--- src/hw/rtl/thns_pkg.sv ---
package thns_pkg;

    localparam int STAMP_W   = 64;
    localparam int PAYLOAD_W = 64;
    localparam int TOL_W     = 32;
    localparam int CMD_W     = 2;

    localparam logic [CMD_W-1:0] CMD_PUSH  = 2'd0;
    localparam logic [CMD_W-1:0] CMD_QUERY = 2'd1;
    localparam logic [CMD_W-1:0] CMD_CLEAR = 2'd2;

    typedef struct packed {
        logic                        valid;
        logic signed [STAMP_W-1:0]   stamp;
        logic        [PAYLOAD_W-1:0] payload;
    } slot_t;

    // controller -> datapath
    typedef struct packed {
        logic push;
        logic clear;
        logic start;
        logic step;
        logic load_out;
    } thns_cmd_t;

    // datapath -> controller
    typedef struct packed {
        logic scan_end;
    } thns_stat_t;

endpackage

--- src/hw/rtl/timestamped_history_nearest_select.sv ---
// Channel   Direction  Handshake            Payload
// s_        in         s_valid / s_ready    s_cmd, s_entry_stamp, s_entry_valid,
//                                           s_entry_payload, s_anchor_stamp
// m_        out        m_valid / m_ready    m_found, m_match_stamp, m_match_payload
// cfg_      in         cfg_valid / cfg_ready  cfg_future_tolerance
//
// Push, clear and unused commands are taken in IDLE and leave the block in IDLE.
// A query is taken in IDLE, then reads one slot per cycle through the single read port of the
// ring store (SCAN), folds the last read word as the scan ends, passes a spare DRAIN state and
// resolves into the output register in DONE.
// Synchronous active-low reset empties the ring and zeroes the tolerance.
// A result waits in the output register; pushes and clears are still taken meanwhile,
// and a following query stalls only at its final step until the result is transferred.
module timestamped_history_nearest_select
    import thns_pkg::*;
#(
    parameter int CAPACITY = 16
)
(
    input  logic                        aclk,
    input  logic                        aresetn,
    input  logic                        cfg_valid,
    output logic                        cfg_ready,
    input  logic [TOL_W-1:0]            cfg_future_tolerance,
    input  logic                        s_valid,
    output logic                        s_ready,
    input  logic [CMD_W-1:0]            s_cmd,
    input  logic signed [STAMP_W-1:0]   s_entry_stamp,
    input  logic                        s_entry_valid,
    input  logic [PAYLOAD_W-1:0]        s_entry_payload,
    input  logic signed [STAMP_W-1:0]   s_anchor_stamp,
    output logic                        m_valid,
    input  logic                        m_ready,
    output logic                        m_found,
    output logic signed [STAMP_W-1:0]   m_match_stamp,
    output logic [PAYLOAD_W-1:0]        m_match_payload
);

    thns_cmd_t  cmd;
    thns_stat_t stat;

    assign cfg_ready = 1'b1;

    thns_ctrl u_ctrl (
        .aclk    (aclk),
        .aresetn (aresetn),
        .s_valid (s_valid),
        .s_ready (s_ready),
        .s_cmd   (s_cmd),
        .m_valid (m_valid),
        .m_ready (m_ready),
        .stat    (stat),
        .cmd     (cmd)
    );

    thns_dpath #(
        .CAPACITY (CAPACITY)
    ) u_dpath (
        .aclk                 (aclk),
        .aresetn              (aresetn),
        .cfg_valid            (cfg_valid),
        .cfg_future_tolerance (cfg_future_tolerance),
        .s_entry_stamp        (s_entry_stamp),
        .s_entry_valid        (s_entry_valid),
        .s_entry_payload      (s_entry_payload),
        .s_anchor_stamp       (s_anchor_stamp),
        .cmd                  (cmd),
        .stat                 (stat),
        .m_found              (m_found),
        .m_match_stamp        (m_match_stamp),
        .m_match_payload      (m_match_payload)
    );

endmodule

--- src/hw/rtl/thns_ctrl.sv ---
module thns_ctrl
    import thns_pkg::*;
(
    input  logic                 aclk,
    input  logic                 aresetn,
    input  logic                 s_valid,
    output logic                 s_ready,
    input  logic [CMD_W-1:0]     s_cmd,
    output logic                 m_valid,
    input  logic                 m_ready,
    input  thns_stat_t           stat,
    output thns_cmd_t            cmd
);

    localparam logic [1:0] ST_IDLE  = 2'd0;
    localparam logic [1:0] ST_SCAN  = 2'd1;
    localparam logic [1:0] ST_DRAIN = 2'd2;
    localparam logic [1:0] ST_DONE  = 2'd3;

    logic [1:0] state_reg, state_next;
    logic       m_valid_reg, m_valid_next;
    logic       s_fire;

    assign s_ready = (state_reg == ST_IDLE);
    assign s_fire  = s_valid && s_ready;
    assign m_valid = m_valid_reg;

    always_comb begin
        state_next   = state_reg;
        m_valid_next = m_valid_reg && !m_ready;
        cmd          = '0;
        unique case (state_reg)
            ST_IDLE: begin
                if (s_fire) begin
                    unique case (s_cmd)
                        CMD_PUSH:  cmd.push = 1'b1;
                        CMD_CLEAR: cmd.clear = 1'b1;
                        CMD_QUERY: begin
                            cmd.start  = 1'b1;
                            state_next = ST_SCAN;
                        end
                        default: ;
                    endcase
                end
            end
            ST_SCAN: begin
                if (stat.scan_end) begin
                    state_next = ST_DRAIN;
                end else begin
                    cmd.step = 1'b1;
                end
            end
            // last read word was folded on the cycle the scan ended; DRAIN is a spare state before DONE
            ST_DRAIN: state_next = ST_DONE;
            ST_DONE: begin
                // hold the result until the output register is free
                if (!m_valid_reg || m_ready) begin
                    cmd.load_out = 1'b1;
                    m_valid_next = 1'b1;
                    state_next   = ST_IDLE;
                end
            end
            default: state_next = ST_IDLE;
        endcase
    end

    always_ff @(posedge aclk) begin
        if (!aresetn) begin
            state_reg   <= ST_IDLE;
            m_valid_reg <= 1'b0;
        end else begin
            state_reg   <= state_next;
            m_valid_reg <= m_valid_next;
        end
    end

endmodule

--- src/hw/rtl/thns_dpath.sv ---
module thns_dpath
    import thns_pkg::*;
#(
    parameter int CAPACITY = 16
)
(
    input  logic                        aclk,
    input  logic                        aresetn,
    input  logic                        cfg_valid,
    input  logic [TOL_W-1:0]            cfg_future_tolerance,
    input  logic signed [STAMP_W-1:0]   s_entry_stamp,
    input  logic                        s_entry_valid,
    input  logic [PAYLOAD_W-1:0]        s_entry_payload,
    input  logic signed [STAMP_W-1:0]   s_anchor_stamp,
    input  thns_cmd_t                   cmd,
    output thns_stat_t                  stat,
    output logic                        m_found,
    output logic signed [STAMP_W-1:0]   m_match_stamp,
    output logic [PAYLOAD_W-1:0]        m_match_payload
);

    localparam int AW = (CAPACITY > 1) ? $clog2(CAPACITY) : 1;
    localparam int CW = $clog2(CAPACITY + 1);
    localparam logic [AW-1:0] LAST_SLOT = AW'(CAPACITY - 1);
    localparam logic [CW-1:0] FULL      = CW'(CAPACITY);

    slot_t mem [CAPACITY];

    logic [AW-1:0]              wp_reg;
    logic [CW-1:0]              fill_reg;
    logic [CW-1:0]              idx_reg;
    logic [TOL_W-1:0]           tol_reg;
    logic signed [STAMP_W-1:0]  anchor_reg;
    slot_t                      rd_reg;
    logic                       rd_pend_reg;

    logic                       have_past_reg, have_fut_reg;
    logic signed [STAMP_W-1:0]  past_stamp_reg, fut_stamp_reg;
    logic [PAYLOAD_W-1:0]       past_payload_reg, fut_payload_reg;

    logic                       found_reg;
    logic signed [STAMP_W-1:0]  match_stamp_reg;
    logic [PAYLOAD_W-1:0]       match_payload_reg;

    logic                       is_past, take_past, take_fut;
    logic [STAMP_W-1:0]         fut_dist;
    logic                       fut_ok;

    assign stat.scan_end = (idx_reg == fill_reg);

    // ring store: no reset, every slot below the fill count was written since the last clear
    always_ff @(posedge aclk) begin
        if (cmd.push) begin
            mem[wp_reg] <= '{valid: s_entry_valid, stamp: s_entry_stamp,
                             payload: s_entry_payload};
        end
        if (cmd.step) begin
            rd_reg <= mem[idx_reg[AW-1:0]];
        end
    end

    always_ff @(posedge aclk) begin
        if (!aresetn) begin
            wp_reg      <= '0;
            fill_reg    <= '0;
            tol_reg     <= '0;
            idx_reg     <= '0;
            rd_pend_reg <= 1'b0;
        end else begin
            rd_pend_reg <= cmd.step;
            if (cfg_valid) begin
                tol_reg <= cfg_future_tolerance;
            end
            if (cmd.clear) begin
                wp_reg   <= '0;
                fill_reg <= '0;
            end else if (cmd.push) begin
                wp_reg <= (wp_reg == LAST_SLOT) ? '0 : wp_reg + 1'b1;
                if (fill_reg != FULL) begin
                    fill_reg <= fill_reg + 1'b1;
                end
            end
            if (cmd.start) begin
                idx_reg <= '0;
            end else if (cmd.step) begin
                idx_reg <= idx_reg + 1'b1;
            end
        end
    end

    // strict compares keep the lowest slot on equal stamps
    always_comb begin
        is_past   = !(anchor_reg < rd_reg.stamp);
        take_past = rd_pend_reg && rd_reg.valid && is_past &&
                    (!have_past_reg || (past_stamp_reg < rd_reg.stamp));
        take_fut  = rd_pend_reg && rd_reg.valid && !is_past &&
                    (!have_fut_reg || (rd_reg.stamp < fut_stamp_reg));
    end

    always_ff @(posedge aclk) begin
        if (!aresetn) begin
            have_past_reg <= 1'b0;
            have_fut_reg  <= 1'b0;
        end else if (cmd.start) begin
            have_past_reg <= 1'b0;
            have_fut_reg  <= 1'b0;
        end else begin
            if (take_past) have_past_reg <= 1'b1;
            if (take_fut)  have_fut_reg  <= 1'b1;
        end
    end

    always_ff @(posedge aclk) begin
        if (cmd.start) begin
            anchor_reg <= s_anchor_stamp;
        end
        if (take_past) begin
            past_stamp_reg   <= rd_reg.stamp;
            past_payload_reg <= rd_reg.payload;
        end
        if (take_fut) begin
            fut_stamp_reg   <= rd_reg.stamp;
            fut_payload_reg <= rd_reg.payload;
        end
    end

    assign fut_dist = STAMP_W'(fut_stamp_reg) - STAMP_W'(anchor_reg);
    assign fut_ok   = have_fut_reg && (fut_dist <= {{(STAMP_W-TOL_W){1'b0}}, tol_reg});

    always_ff @(posedge aclk) begin
        if (cmd.load_out) begin
            if (have_past_reg) begin
                found_reg         <= 1'b1;
                match_stamp_reg   <= past_stamp_reg;
                match_payload_reg <= past_payload_reg;
            end else if (fut_ok) begin
                found_reg         <= 1'b1;
                match_stamp_reg   <= fut_stamp_reg;
                match_payload_reg <= fut_payload_reg;
            end else begin
                found_reg         <= 1'b0;
                match_stamp_reg   <= '0;
                match_payload_reg <= '0;
            end
        end
    end

    assign m_found         = found_reg;
    assign m_match_stamp   = match_stamp_reg;
    assign m_match_payload = match_payload_reg;

endmodule

--- config.mk ---
export PLATFORM = sky130hd
export DESIGN_NAME = timestamped_history_nearest_select
export DESIGN_NICKNAME = d
export VERILOG_FILES = /design/src/hw/rtl/thns_pkg.sv /design/src/hw/rtl/timestamped_history_nearest_select.sv /design/src/hw/rtl/thns_ctrl.sv /design/src/hw/rtl/thns_dpath.sv
export SDC_FILE = /design/constraint.sdc
export NUM_CORES = 2
export LEC_CHECK = 0
export BUFFER_PORTS_ARGS = -buffer_cell sky130_fd_sc_hd__clkbuf_2
export CORE_ASPECT_RATIO = 1.25
export CORE_MARGIN = 2
export CORE_UTILIZATION = 39
export DETAILED_ROUTE_END_ITERATION = 10
export PLACE_DENSITY = 0.53
export SETUP_SLACK_MARGIN = 0.02
export SYNTH_ARGS = -nofsm -noshare
export SYNTH_HDL_FRONTEND = slang
export SYNTH_SLANG_ARGS = --single-unit
--- constraint.sdc ---
create_clock -name aclk -period 41.1 [get_ports aclk]
set_input_delay 8.22 -clock aclk [delete_from_list [all_inputs] [get_ports aclk]]
set_output_delay 8.22 -clock aclk [all_outputs]
set_load 0.05 [all_outputs]
==> reports/results.ini <==
[synthesis]
synth_top_area_share_pct=72.4
yosysTopAreaCell=edfxtp_1
synth.distinct_cells=81
synthCells=5629
synthAdderAreaFrac_pct=3.39
yosys_register_bits=2694
yosysSeqAreaShare_pct=73.4
synthMuxAreaShare_pct=13.6
synth_compound_area_share_pct=3.95
yosys.area_share.simple_pct=3.37
synth_top_family_by_area=multiplexers
ys_warn_count=0
syn_area_mm2=0.110
synth_nets=6157
syn_avg_cell_area_um2=19.5
synth_edf_count=2642
synthTopCellsByArea=edfxtp_1 72%, mux4_2 13%, ha_1 3.4%, nand2_1 1.3%, dfxtp_1 0.95%
synthFlopType=edfxtp_1
async_reset_ff_share_pct=0
synth-xor-area-share_pct=0.424

[cells_and_area]
area_growth_pct=14.2
largest_reg_flops=2064
final_nets=6652
multi_input_comb_area_mm2=0.0273
area.sequential_mm2=0.0804
drive_above_1_share_pct=25.1
utilization_pct=44.8
n_fill_cell=23900

[floorplan]
start_util_pct=39.2
core_area_mm2=0.279
rows=217
io_pins=364
die_w_um=478
die_h_um=597
design.die.area_mm2=0.285

[clocking]
numCtsBuffers=288
clock-sinks=2694
clock_latency_ns=0.85
h-tree-depth=5
post_cts_resize_count=0
cts_buffer_depth=4
postCtsSetupBuffers=0
cts_tree=built
cts.clk_slew.worst_paths_ns=0.06
clockRootBuffer=clkbuf_16
hold_buffers=0

[outcome]
outcome=completed

[worst_setup_path]
cp_top_family=buffers and inverters
crit_arrival_ns=12.21
critical-path-top-cell-by-count=buf_4
crit_required_ns=41.56
path_buf_inv=4
path_max_fanout=58
max_stage_delay_ns=0.98
path_class=input pin to register
end_kind=register
start_kind=input pin
path_cells=clkbuf_2 -> nand2_1 -> nor3_2 -> buf_4 -> nand2_1 -> nor2_4 -> buf_4 -> buf_4
critPathSlowestCell=buf_4

[power_and_ir_drop]
irDropWorstVdd_mv=0.0338
cellLeakagePower_uw=0.0404
power_density_mw_per_mm2=47.8
total_power_uw=5980

[routing]
routedWlPerCell_um=28.0
vias=54700
drt_iter0_drc=4186
via_per_inst=5.43
dr.pass1.iters=6
drc=0
drt_wl_total_mm=282
ant_nets=0

[timing]
rsz0062_at_grt=no
setup_viol=0
slew_violations=0
relSlewSlack_pct=21.5
fin_hold_ws_ns=0.447
setup_tns_ns=0
period_minus_slack_ns=11.75
hold_viol=0
fin_worst_skew_ns=0.0395
tightest_slew_ns=1.17
period_share_pct=28.6
fmax_mhz=85.1

[global_route]
antenna_found_initial=48
grt_max_degree=130
grt_pass1_vias=57000
track_usage_pct=19.6
grt.overflow.total=0
grt_pass1_wl_mm=407

[place]
gp_congestion=0.882
hpwl_mm=176
port_buffers=362

[job]
maxCapViolCount=0

[hold_path]
hp-class=register to register

-- path summary, 6_finish.rpt --
check	slack (ns)	start	depth (start not counted)	end
setup / recovery	29.35	s_valid	8	u_dpath.mem[4][8]
hold / removal	0.45	u_dpath.rd_reg[27]	0	u_dpath.past_payload_reg[27]
hold reg to reg	0.45	u_dpath.rd_reg[27]	0	u_dpath.past_payload_reg[27]
setup reg to reg	33.33	u_dpath.anchor_reg[1]	22	u_dpath.m_match_payload[61]
-- power by group --
group	internal (uW)	leakage (uW)	total, uW	switching (uW)
Combinational	135	0.0117	375	240
Sequential	3060	0.0243	3080	21.9
Clock	1460	0.00441	2520	1060
Total	4660	0.0404	5980	1320
-- cell families (layout without fill, tap and decap cells) --
group           count (synthesis)  in the layout
flops                        2694           2694
simple gates                  791            791
mux                           687            687
compound gates                606            606
buf+inv                       501           1205
fa+ha+maj                     296            296
xor+xnor                       53             53
other cells                     1              9
-- cell usage after synthesis, drive strengths merged (34+ instances only) --
library cell  number
dfxtp             52
nor3              40
nor2             113
nand2            384
a21o              77
mux2i             41
mux4             645
inv              247
a21oi            152
nand4             81
o31ai            135
buf              106
o21ai            100
ha               295
clkbuf           148
edfxtp          2642
nor2b             49
nand3             34
-- area by class of cell --
type,instances,area share (%)
Tap cell,3723,3.73
Clock buffer,354,6.14
Multi-Input combinational cell,2434,21.9
Antenna cell,8,0.0160
Clock inverter,145,1.12
Inverter,247,0.741
Timing Repair Buffer,459,2.11
Sequential cell,2694,64.3
-- metal layers --
| layer | wire [um] | part of all wire, % | up-vias | track usage (%) |
|---|---|---|---|---|
| met5 | 149 | 0.053 | - | 0 |
| met1 | 115000 | 41 | 28900 | 25.2 |
| met3 | 14200 | 5.0 | 437 | 3.13 |
| met2 | 145000 | 51 | 1395 | 34.2 |
| met4 | 7740 | 2.7 | 24 | 5.34 |
| li1 | - | - | 23900 | - |
-- cell usage in the layout, fill, tap and decap left out, types with 8 or more instances in the layout --
master	count
xor2_1	26
nand4_1	81
nand2b_1	18
clkbuf_2	362
ha_1	295
o21a_1	18
nor2b_1	47
buf_12	8
dfxtp_1	47
nand2_1	383
o21ai_0	93
nand3_1	34
clkbuf_1	53
mux2i_1	41
a211o_1	9
edfxtp_1	2642
o211ai_1	17
a211oi_1	14
nor2_1	101
or3_1	11
xnor2_1	27
nor4_1	15
buf_4	89
inv_1	247
o31ai_2	62
diode_2	8
clkinv_1	67
mux4_2	645
and3_1	11
nor2_4	12
clkbuf_16	296
a2111oi_0	8
nor3_1	35
o31ai_1	73
a31oi_1	11
bufinv_16	21
a21oi_1	151
a21o_1	77
clkinv_2	28
-- through the flow --
step	worst slack [ns]	cells	instance area, um^2
2_1_floorplan	22.38	5629	110000
3_3_place_gp	28.43	9557	116000
3_5_place_dp	28.40	9557	116000
4_1_cts	29.30	10100	125000
5_1_grt	29.18	10100	125000
6_report	29.35	10100	125000
-- worst reg2reg max path: cells and delay by family (launching register included) --
family / cells / cell delay [ns]
flops: 1 / 0.46
buf+inv: 2 / 0.39
fa+ha+maj: 2 / 0.53
xor+xnor: 1 / 0.20
compound gates: 8 / 3.75
simple gates: 9 / 2.07
(Power assumes the default switching activity.)
